`src/rtl/asof_pkg.sv`:
```
// Package for the adaptive sample outlier filter.
// Holds the request and result structs, configuration types, register indexes and FSM states.
// No dependencies.
`default_nettype none

package asof_pkg;

    localparam int SAMPLE_W = 16;

    typedef struct packed {
        logic [7:0] sample_high;
        logic [7:0] sample_low;
    } t_in;

    typedef struct packed {
        logic [SAMPLE_W-1:0] filtered_value;
        logic                accepted;
    } t_out;

    typedef struct packed {
        logic                thermometer_mode;
        logic [SAMPLE_W-1:0] band_low;
        logic [SAMPLE_W-1:0] band_high;
        logic [SAMPLE_W-1:0] floor_value;
    } t_cfg;

    localparam int CFG_IDX_W = 2;

    typedef enum logic [CFG_IDX_W-1:0] {
        REG_THERMOMETER_MODE = 2'd0,
        REG_BAND_LOW         = 2'd1,
        REG_BAND_HIGH        = 2'd2,
        REG_FLOOR_VALUE      = 2'd3
    } t_reg_idx;

    localparam logic [SAMPLE_W-1:0] RST_BAND_LOW    = 16'd3000;
    localparam logic [SAMPLE_W-1:0] RST_BAND_HIGH   = 16'd4000;
    localparam logic [SAMPLE_W-1:0] RST_FLOOR_VALUE = 16'd60;

    typedef enum logic [2:0] {
        ST_IDLE,
        ST_THERM,
        ST_WALK,
        ST_TAIL,
        ST_MUL,
        ST_DEC
    } t_state;

endpackage

`default_nettype wire

```
`src/rtl/asof_ram.sv`:
```
// Generic single-write, single-read synchronous RAM with a registered read port.
// Standalone; no package dependencies.
`default_nettype none

module asof_ram #(
    parameter int WIDTH = 16,
    parameter int DEPTH = 12
) (
    input  wire logic                     i_clk,
    input  wire logic                     i_we,
    input  wire logic [$clog2(DEPTH)-1:0] i_waddr,
    input  wire logic [WIDTH-1:0]         i_wdata,
    input  wire logic [$clog2(DEPTH)-1:0] i_raddr,
    output logic      [WIDTH-1:0]         o_rdata
);

    logic [WIDTH-1:0] r_mem [DEPTH];

    always_ff @(posedge i_clk) begin
        if (i_we) begin
            r_mem[i_waddr] <= i_wdata;
        end
        o_rdata <= r_mem[i_raddr];
    end

endmodule

`default_nettype wire

```
`src/rtl/asof_cfg.sv`:
```
// Configuration register file of the adaptive sample outlier filter.
// Depends on asof_pkg for the register indexes, reset values and the t_cfg struct.
`default_nettype none

module asof_cfg (
    input  wire logic                             i_clk,
    input  wire logic                             i_rst_n,
    input  wire logic                             i_we,
    input  wire logic [asof_pkg::CFG_IDX_W-1:0]   i_index,
    input  wire logic [asof_pkg::SAMPLE_W-1:0]    i_data,
    output asof_pkg::t_cfg                        o_cfg
);

    asof_pkg::t_cfg r_cfg;
    asof_pkg::t_cfg n_cfg;

    always_comb begin
        n_cfg = r_cfg;
        if (i_we) begin
            unique case (asof_pkg::t_reg_idx'(i_index))
                asof_pkg::REG_THERMOMETER_MODE: n_cfg.thermometer_mode = i_data[0];
                asof_pkg::REG_BAND_LOW:         n_cfg.band_low         = i_data;
                asof_pkg::REG_BAND_HIGH:        n_cfg.band_high        = i_data;
                asof_pkg::REG_FLOOR_VALUE:      n_cfg.floor_value      = i_data;
                default:                        n_cfg                  = r_cfg;
            endcase
        end
    end

    always_ff @(posedge i_clk) begin
        if (!i_rst_n) begin
            r_cfg.thermometer_mode <= 1'b0;
            r_cfg.band_low         <= asof_pkg::RST_BAND_LOW;
            r_cfg.band_high        <= asof_pkg::RST_BAND_HIGH;
            r_cfg.floor_value      <= asof_pkg::RST_FLOOR_VALUE;
        end else begin
            r_cfg <= n_cfg;
        end
    end

    assign o_cfg = r_cfg;

endmodule

`default_nettype wire

```
`src/rtl/adaptive_sample_outlier_filter.sv`:
```
// Top level of the adaptive sample outlier filter: control FSM, history walk and decision.
// Depends on asof_pkg, asof_cfg and asof_ram.
//
// Usage. Sample requests arrive on i_in_valid / o_in_stall with the 16-bit sample split
// into a high and a low byte; filtered results leave on o_out_valid / i_out_stall. A
// request moves when valid is high and stall is low. Configuration writes use
// i_cfg_valid / o_cfg_ready with a register index and data; they should only be issued
// while the filter is idle. o_cfg_ready is always high.
// Thermometer mode compares each sample against the configured band and gives no result
// for a sample at or below the floor. Adaptive mode writes every sample into a history
// RAM; once warm-up is over, the filter walks WINDOW+1 earlier entries through the RAM's
// single read port, one per cycle, and accumulates absolute differences. An item then
// passes through accept, WINDOW+1 reads, read drain, one multiply and the decision.
// During warm-up an adaptive item gives no result. The filter works on one request at a
// time; o_in_stall is high while an item is in progress. Results sit in an output
// register, so a stalled receiver only holds the block at the point where a new result
// must be written into a still-full register. Reset is synchronous and active low: it
// restores the configuration defaults and marks all history entries as empty, which
// reads as zero, without a clearing pass.
`default_nettype none

module adaptive_sample_outlier_filter #(
    parameter int WINDOW        = 10,
    parameter int HISTORY_DEPTH = 12
) (
    input  wire logic                           i_clk,
    input  wire logic                           i_rst_n,
    input  wire logic                           i_in_valid,
    output logic                                o_in_stall,
    input  wire asof_pkg::t_in                  i_in_data,
    output logic                                o_out_valid,
    input  wire logic                           i_out_stall,
    output asof_pkg::t_out                      o_out_data,
    input  wire logic                           i_cfg_valid,
    output logic                                o_cfg_ready,
    input  wire logic [asof_pkg::CFG_IDX_W-1:0] i_cfg_index,
    input  wire logic [asof_pkg::SAMPLE_W-1:0]  i_cfg_data
);

    localparam int SW     = asof_pkg::SAMPLE_W;
    localparam int PTR_W  = $clog2(HISTORY_DEPTH);
    localparam int CNT_W  = $clog2(WINDOW + 1);
    localparam int SUM_W  = SW + $clog2(WINDOW);
    localparam logic [PTR_W-1:0] LAST_IDX = PTR_W'(HISTORY_DEPTH - 1);
    localparam logic [CNT_W-1:0] WIN_CNT  = CNT_W'(WINDOW);
    localparam logic [SUM_W-1:0] DIVISOR  = SUM_W'(WINDOW - 1);

    function automatic logic [PTR_W-1:0] ring_prev(input logic [PTR_W-1:0] idx);
        ring_prev = (idx == '0) ? LAST_IDX : idx - PTR_W'(1);
    endfunction

    function automatic logic [SW-1:0] abs_diff(input logic [SW-1:0] a,
                                               input logic [SW-1:0] b);
        abs_diff = (a >= b) ? a - b : b - a;
    endfunction

    // Configuration registers.
    asof_pkg::t_cfg cfg;

    assign o_cfg_ready = 1'b1;

    asof_cfg u_cfg (
        .i_clk   (i_clk),
        .i_rst_n (i_rst_n),
        .i_we    (i_cfg_valid),
        .i_index (i_cfg_index),
        .i_data  (i_cfg_data),
        .o_cfg   (cfg)
    );

    // Control and datapath registers.
    asof_pkg::t_state   r_state, n_state;
    logic [PTR_W-1:0]   r_ptr, n_ptr;
    logic [CNT_W-1:0]   r_seen, n_seen;
    logic               r_active, n_active;
    logic [SW-1:0]      r_last_acc, n_last_acc;
    logic [HISTORY_DEPTH-1:0] r_valid, n_valid;
    logic [SW-1:0]      r_sample, n_sample;
    logic [PTR_W-1:0]   r_addr, n_addr;
    logic [CNT_W-1:0]   r_cnt, n_cnt;
    logic               r_dv;
    logic [CNT_W-1:0]   r_didx;
    logic               r_dok;
    logic [SUM_W-1:0]   r_sum, n_sum;
    logic [SW-1:0]      r_prev, n_prev;
    logic [SW-1:0]      r_tail, n_tail;
    logic [SUM_W-1:0]   r_prod, n_prod;
    logic               r_out_valid, n_out_valid;
    asof_pkg::t_out     r_out, n_out;

    logic               ram_we;
    logic [SW-1:0]      ram_rdata;
    logic [SW-1:0]      rd_val;
    logic [SW-1:0]      in_sample;
    logic               in_acc;
    logic               out_free;
    logic               pass;

    assign in_sample = {i_in_data.sample_high, i_in_data.sample_low};
    assign o_in_stall = (r_state != asof_pkg::ST_IDLE);
    assign in_acc = i_in_valid && !o_in_stall;
    assign out_free = !r_out_valid || !i_out_stall;

    // Entries never written since reset read as zero.
    assign rd_val = r_dok ? ram_rdata : '0;

    // |s - prev| <= floor(sum / (WINDOW-1)) is the same as |s - prev| * (WINDOW-1) <= sum.
    assign pass = (r_prod <= r_sum) && (r_sample > cfg.floor_value);

    asof_ram #(
        .WIDTH (SW),
        .DEPTH (HISTORY_DEPTH)
    ) u_hist (
        .i_clk   (i_clk),
        .i_we    (ram_we),
        .i_waddr (r_ptr),
        .i_wdata (in_sample),
        .i_raddr (r_addr),
        .o_rdata (ram_rdata)
    );

    always_comb begin
        n_state     = r_state;
        n_ptr       = r_ptr;
        n_seen      = r_seen;
        n_active    = r_active;
        n_last_acc  = r_last_acc;
        n_valid     = r_valid;
        n_sample    = r_sample;
        n_addr      = r_addr;
        n_cnt       = r_cnt;
        n_sum       = r_sum;
        n_prev      = r_prev;
        n_tail      = r_tail;
        n_prod      = r_prod;
        n_out_valid = r_out_valid && i_out_stall;
        n_out       = r_out;
        ram_we      = 1'b0;

        // Read data from the history walk: the first entry is the previous sample,
        // each later one closes a pair with the entry read before it.
        if (r_dv) begin
            n_tail = rd_val;
            if (r_didx == '0) begin
                n_prev = rd_val;
            end else begin
                n_sum = r_sum + SUM_W'(abs_diff(r_tail, rd_val));
            end
        end

        unique case (r_state)
            asof_pkg::ST_IDLE: begin
                if (in_acc) begin
                    n_sample = in_sample;
                    if (cfg.thermometer_mode) begin
                        n_state = asof_pkg::ST_THERM;
                    end else begin
                        ram_we         = 1'b1;
                        n_valid[r_ptr] = 1'b1;
                        n_ptr          = (r_ptr == LAST_IDX) ? '0 : r_ptr + PTR_W'(1);
                        if (r_seen < WIN_CNT) begin
                            n_seen = r_seen + CNT_W'(1);
                        end else begin
                            n_active = 1'b1;
                        end
                        if (r_active) begin
                            n_addr  = ring_prev(r_ptr);
                            n_cnt   = '0;
                            n_sum   = '0;
                            n_state = asof_pkg::ST_WALK;
                        end
                    end
                end
            end
            asof_pkg::ST_THERM: begin
                if (r_sample <= cfg.floor_value) begin
                    n_state = asof_pkg::ST_IDLE;
                end else if (out_free) begin
                    n_out_valid = 1'b1;
                    if (r_sample > cfg.band_low && r_sample < cfg.band_high) begin
                        n_last_acc = r_sample;
                        n_out      = '{filtered_value: r_sample, accepted: 1'b1};
                    end else begin
                        n_out      = '{filtered_value: r_last_acc, accepted: 1'b0};
                    end
                    if (r_seen < WIN_CNT) begin
                        n_seen = r_seen + CNT_W'(1);
                    end else begin
                        n_active = 1'b1;
                    end
                    n_state = asof_pkg::ST_IDLE;
                end
            end
            asof_pkg::ST_WALK: begin
                n_addr = ring_prev(r_addr);
                n_cnt  = r_cnt + CNT_W'(1);
                if (r_cnt == WIN_CNT) begin
                    n_state = asof_pkg::ST_TAIL;
                end
            end
            asof_pkg::ST_TAIL: begin
                n_state = asof_pkg::ST_MUL;
            end
            asof_pkg::ST_MUL: begin
                n_prod  = SUM_W'(abs_diff(r_sample, r_prev)) * DIVISOR;
                n_state = asof_pkg::ST_DEC;
            end
            asof_pkg::ST_DEC: begin
                if (pass) begin
                    if (out_free) begin
                        n_out_valid = 1'b1;
                        n_last_acc  = r_sample;
                        n_out       = '{filtered_value: r_sample, accepted: 1'b1};
                        n_state     = asof_pkg::ST_IDLE;
                    end
                end else if (r_sample != '0) begin
                    if (out_free) begin
                        n_out_valid = 1'b1;
                        n_out       = '{filtered_value: r_last_acc, accepted: 1'b0};
                        n_state     = asof_pkg::ST_IDLE;
                    end
                end else begin
                    n_state = asof_pkg::ST_IDLE;
                end
            end
            default: begin
                n_state = asof_pkg::ST_IDLE;
            end
        endcase
    end

    always_ff @(posedge i_clk) begin
        if (!i_rst_n) begin
            r_state     <= asof_pkg::ST_IDLE;
            r_ptr       <= '0;
            r_seen      <= '0;
            r_active    <= 1'b0;
            r_last_acc  <= '0;
            r_valid     <= '0;
            r_dv        <= 1'b0;
            r_out_valid <= 1'b0;
        end else begin
            r_state     <= n_state;
            r_ptr       <= n_ptr;
            r_seen      <= n_seen;
            r_active    <= n_active;
            r_last_acc  <= n_last_acc;
            r_valid     <= n_valid;
            r_dv        <= (r_state == asof_pkg::ST_WALK);
            r_out_valid <= n_out_valid;
        end
    end

    always_ff @(posedge i_clk) begin
        r_sample <= n_sample;
        r_addr   <= n_addr;
        r_cnt    <= n_cnt;
        r_didx   <= r_cnt;
        r_dok    <= r_valid[r_addr];
        r_sum    <= n_sum;
        r_prev   <= n_prev;
        r_tail   <= n_tail;
        r_prod   <= n_prod;
        r_out    <= n_out;
    end

    assign o_out_valid = r_out_valid;
    assign o_out_data  = r_out;

endmodule

`default_nettype wire
```
`config.mk`:
```
export PLATFORM = sky130hd
export DESIGN_NAME = adaptive_sample_outlier_filter
export DESIGN_NICKNAME = d
export VERILOG_FILES = /design/src/rtl/asof_pkg.sv /design/src/rtl/asof_ram.sv /design/src/rtl/asof_cfg.sv /design/src/rtl/adaptive_sample_outlier_filter.sv
export SDC_FILE = /design/constraint.sdc
export NUM_CORES = 1
export LEC_CHECK = 0
export BUFFER_PORTS_ARGS = -buffer_cell sky130_fd_sc_hd__buf_2
export CAP_MARGIN = 10
export CORE_MARGIN = 1
export CORE_UTILIZATION = 68
export DETAILED_ROUTE_END_ITERATION = 7
export PLACE_DENSITY = 0.83
export SYNTH_ARGS = -nofsm -noshare
export SYNTH_HDL_FRONTEND = slang
export SYNTH_SLANG_ARGS = --single-unit
```
`constraint.sdc`:
```
create_clock -name i_clk -period 7.82 [get_ports i_clk]
set_clock_uncertainty 0.05 [all_clocks]
set_input_delay 0 -clock i_clk [delete_from_list [all_inputs] [get_ports i_clk]]
set_output_delay 0 -clock i_clk [all_outputs]
set_load 0.02 [all_outputs]
```
Word-level counts from Yosys, hierarchy flattened:

Memory sizes are Yosys's and may differ from the RTL's. A register that Yosys moved wholly into a read port is not among the register bits.
Cells that the tools add are included.

* register bits: 209
* bits in latches: 0
* memory bits (writable): 192
* memory bits (read-only): 0
* bits of input ports: 39
* output and inout bits: 20
* word-level logic and storage cells: 171
* memories: 1

Memory list
* u_hist.r_mem: words 12, width 16, read ports 1, clocked after memory_dff 1, wr ports 1, RTL line asof_ram.sv:17 `logic [WIDTH-1:0] r_mem [DEPTH];`

* add/sub/neg operators: 10
* $mul: 1
* div/mod/pow operators: 0
* order comparisons: 11
* equality and inequality tests: 23
* shifts and indexed selects: 0
* mux-type cells: 69
* bitwise logic cells: 2
* reduce and logical (&&, ||, !) cells: 31

Operators by type and width (count)
* two-way mux 16 bit: 8
* two-way mux 20 bit: 6
* two-way mux 17 bit: 7
* subtractor 16 bit: 4
* two-way mux 4 bit: 14
* one-hot mux 17 bit (2 select lines): 1
* >= comparator 16 bit: 2
* greater-than comparator 16 bit: 2
* one-hot mux 16 bit (2 select lines): 1
* two-way mux 3 bit: 8
* one-hot mux 4 bit (2 select lines): 3
* adder 20 x 16 -> 20 bit: 1
* <= comparator 20 bit: 1
* multiplier 16 x 4 -> 20 bit (second input constant): 1
* != test 2 bit (second input constant): 9
* one-hot mux 3 bit (6 select lines): 1
* <= comparator 16 bit: 1
* less-than comparator 16 bit: 1
* two-way mux 1 bit: 16
* nonzero test 16 bit: 1
* adder 4 x 1 -> 4 bit (second input constant): 3
* logical NOT 4 bit: 3
* bitwise OR 12 bit: 1
* AND reduction 2 bit: 6
* 27 further kinds: 46

Longest topological paths before layout:

* depth in word-level cells: 10
* depth in mapped cells: 25
* depth with buffers taken out: 22

By module:

From an unflattened synthesis, not the netlist that was laid out.

* cell total of the unflattened synthesis: 1911
* area, all modules: 21959.8 µm²

Modules (own cells, without submodules)
* adaptive_sample_outlier_filter: instances 1, cells an instance 1376, area each 12391.9 µm², seq. area each 4134.0 µm²
* asof_ram: instances 1, cells an instance 342, area each 7609.8 µm², seq. area each 6085.8 µm²
* asof_cfg: instances 1, cells an instance 193, area each 1958.1 µm², seq. area each 980.9 µm²

Worst setup path before layout:

OpenSTA, ideal clock, no wires.

* path kind: reg-to-reg
* from: register r_sample[0]
* to: register r_prod[17], data pin
* setup time: 0.258 ns
* data arrival time: 4.770 ns
* data required time: 7.512 ns
* slack: 2.743 ns
* stages on the path, launching flop included: 23
* path buffers: 2
* period minus slack after synthesis: 5.077 ns
* cells stage by stage: edfxtp_1 -> inv_1 -> ha_1 -> inv_1 -> fa_1 -> a21o_1 -> a221oi_2 -> a31oi_1 -> o41a_1 -> buf_4 -> buf_1 -> mux2i_1 -> xnor2_1 -> ha_1 -> ha_1 -> a21o_1 -> a21oi_1 -> nor2_1 -> nor4_1 -> o31ai_1 -> o41ai_1 -> o21a_1 -> xnor2_1

* word-level cells in the longest chain between the ends: 3
* elaborated cells between the ends (all ways): 5
* those cells by class: add/sub (2); mul (1); order compare (1); mux (1)

Ends and longest elaborated chain
* from (decl): RTL line adaptive_sample_outlier_filter.sv:78 `logic [SW-1:0] r_sample, n_sample;`
* from (signal assigned): RTL line adaptive_sample_outlier_filter.sv:255 `r_sample <= n_sample;`
* subtractor 16 bit / >= comparator 16 bit (equally long branches): RTL line adaptive_sample_outlier_filter.sv:54 `abs_diff = (a >= b) ? a - b : b - a;`
* two-way mux 16 bit (*): RTL line adaptive_sample_outlier_filter.sv:54
* multiplier 16 x 4 -> 20 bit (*): RTL line adaptive_sample_outlier_filter.sv:205 `n_prod = SUM_W'(abs_diff(r_sample, r_prev)) * DIVISOR;`
* to (signal assigned): RTL line adaptive_sample_outlier_filter.sv:263 `r_prod <= n_prod;`
* to (decl): RTL line adaptive_sample_outlier_filter.sv:87 `logic [SUM_W-1:0] r_prod, n_prod;`

Every way passes the cells marked *; elsewhere a longest branch is shown, timed or not.
A chain may end at the register's enable or synchronous reset.

Final worst setup path:

* from: register r_sample[0]
* to: register r_prod[16], data pin

The elaborated chain is that of the path after synthesis.

==> out/metrics.yaml <==
status: "completed"
cts_tree: "built"
synth.avg_cell_area_sq_um: 11.4
p_sw_frac: 0.251
cp.arrival_ns: 6.36
p_switching_mw: 1.29
cts_root_buf: "clkbuf_16"
final_nets: 2202
async_flop_share: 0
dp.cells: 2287
netlist_top_cells_area: "edfxtp_1 40%, dfxtp_1 12%, ha_1 10%, mux4_2 5.3%, nand2_1 3.6%"
worstMarginPinSlew_ns: 1.22
drv_slew: 0
coreArea_sq_mm: 0.0309
ys_types: 72
fmax_mhz: 164
cp-end-kind: "flip-flop"
ys.warnings.count: 0
ant_nets: 0
crit_type: "flip-flop to flip-flop"
layout_min_cycle_time_ns: 6.10
wire_per_inst_um: 22.9
routabilityCongestion: 0.911
synthesis.area_sq_mm: 0.0216
cts_buffers: 43
maxCapViolations: 0
ff2ff_setup_slack_ns: 1.72
via_per_inst: 6.47
vias: 15586
synth-edff-count: 285
pin_count: 59
start_util: 0.698
ys_top_cells_by_count: "285 x edfxtp_1, 209 x nand2_1, 180 x ha_1"
clock-sinks: 417
drive_above_1_share: 0.114
synth_top_flop_cell: "edfxtp_1"
syn_inst: 1893
num_rows: 64
cts_resized: 0
die-area_sq_mm: 0.0325
synth_area_leader_cell: "edfxtp_1"
dpl.hpwl_um: 35400
path_clk_slew_ns: 0.06
ys_seq_area_frac: 0.519
area_growth_pct: 11.3
die_w_um: 180
combPwrFrac: 0.116
power_frac_clock: 0.405
portBuffers: 57
critPathLaunchType: "flip-flop"
ir_drop_mv: 0.245
cts_max_level: 2
worstPathRequired_ns: 8.07
grt_pass1_wl_um: 85000
worst_hold_path_type: "primary input to flip-flop"
crit_fanout: 19
gr-usage-all-layers: 0.340
die_h_um: 180
layout.cells.non_filler: 2410
grt_pass1_vias: 15576
setup_viol: 0
dr.pass1.iters: 6
drtIter0Drc: 1796
power.leakage_nw: 9.72
min_period_over_period: 0.780
p_seq_frac: 0.479
gr-total-overflow: 0
grt_max_degree: 54
cts_buffer_depth: 3
power.internal_mw: 3.84
hold_viol: 0
relSlewSlack: 0.185
dp_slack_ns: 1.93
yosysMostFrequentCell: "edfxtp_1"
antenna_found_initial: 0
synth_fp_nets: 2118
wirelength_um: 55300
rsz0062_at_grt: "false"
p_per_area_mw_per_mm2: 213
clock_latency_ns: 0.58
drc: 0
tns_ns: 0
totalPowerFinal_mw: 5.13
synth_seq_cells: 417
yosys.area.top_type_share: 0.397
layout_setup_ws_ns: 1.72
## through the flow
| stage | area, sq um | util | hold WS, ns |
|---|---|---|---|
| CTS | 24000 | 0.777 | 0.188 |
| floorplan | 21600 | - | 0.0489 |
| detailed placement | 22200 | 0.718 | 0.211 |
| finish | 24000 | 0.777 | 0.200 |
| global route | 24000 | 0.777 | 0.210 |
| global placement | 22200 | 0.718 | 0.207 |
## layout by cell type (no fill, tap or decap), types with 56 or more instances in the layout
| cell | Yosys | layout |
|---|---|---|
| buf_2 | 8 | 58 |
| inv_1 | 167 | 167 |
| mux2i_1 | 56 | 56 |
| o21ai_0 | 72 | 72 |
| ha_1 | 180 | 180 |
| nor2_1 | 97 | 96 |
| dfxtp_1 | 132 | 132 |
| edfxtp_1 | 285 | 285 |
| a21oi_1 | 138 | 138 |
| nand2_1 | 209 | 209 |
## power by group through the flow
stage | combinational (mW) | clock [mW] | sequential (mW)
floorplan | 0.410 | 0 | 2.49
finish | 0.593 | 2.08 | 2.46
CTS | 0.578 | 2.08 | 2.46
global placement | 0.529 | 0 | 2.50
detailed placement | 0.554 | 0 | 2.50
global route | 0.650 | 2.17 | 2.46
## worst max-delay path: stages (launching register included)
cell      delay, ns
edfxtp_1       0.48
inv_1          0.19
ha_1           0.17
inv_1          0.06
fa_1           0.41
a21o_1         0.24
a221oi_2       0.31
a31oi_1        0.18
o41a_1         0.75
nor2_1         0.23
a21oi_1        0.07
xnor2_1        0.30
ha_1           0.29
ha_1           0.23
fa_1           0.42
a21oi_1        0.22
o21ai_0        0.16
a31oi_1        0.25
nor3b_1        0.11
a31oi_1        0.28
nand2b_1       0.13
a211oi_1       0.26
nor2_1         0.07
## worst paths after layout
path                  start              end  depth (start not counted)
max             r_sample[0]       r_prod[16]                         22
min reg2reg        r_cnt[3]        r_didx[3]                          0
max reg2reg     r_sample[0]       r_prod[16]                         22
min          i_cfg_data[11]  u_cfg.o_cfg[43]                          4
## logic make-up (layout without fill, tap and decap cells)
family | count (synthesis) | count (layout) | synth area share
AOI/OAI and AO/OA | 394 | 394 | 0.116
xor gates and xnor gates | 48 | 48 | 0.0195
adders and majority gates | 186 | 186 | 0.110
buffers and inverters | 243 | 362 | 0.0438
DFF | 417 | 417 | 0.519
muxes | 128 | 128 | 0.0902
other | 1 | 3 | 0.000174
and+or+nand+nor | 476 | 476 | 0.102
## sequential cells by signal (all words and copies together), names as in the netlist
register,count
o_out_data,17
o_out_valid,1
r_active,1
r_addr,4
r_cnt,4
r_didx,4
r_dok,1
r_dv,1
r_last_acc,16
r_prev,16
r_prod,20
r_ptr,4
r_sample,16
r_seen,4
r_state,3
r_sum,20
r_tail,16
r_valid,12
u_cfg.o_cfg,49
u_hist.o_rdata,16
u_hist.r_mem,192
## per-layer routing
metal  part of all wire  up-vias  global-route usage
met1               0.38     7518               0.434
met5                  0        -                   0
met4              0.045        0               0.152
met2               0.49      853               0.576
met3              0.086      165              0.0534
li1                   -     7050                   -
## repair_timing
| item | 4_1_cts | 5_1_grt |
|---|---|---|
| hold endpoints to repair | 267 | 0 |
| hold buffers | 40 | 0 |
| setup buffers | 0 | 0 |
## cell type report
class	instances	area, sq um
fillers	1819	6890
inverters	169	634
well taps	396	495
clock inverters	20	201
multi-input cells	1233	9450
flip-flops and latches	417	11200
diodes	2	5.00
repair buffers	113	803
clock buffers	60	1230
No activity file was read; power rests on OpenSTA's default activity.
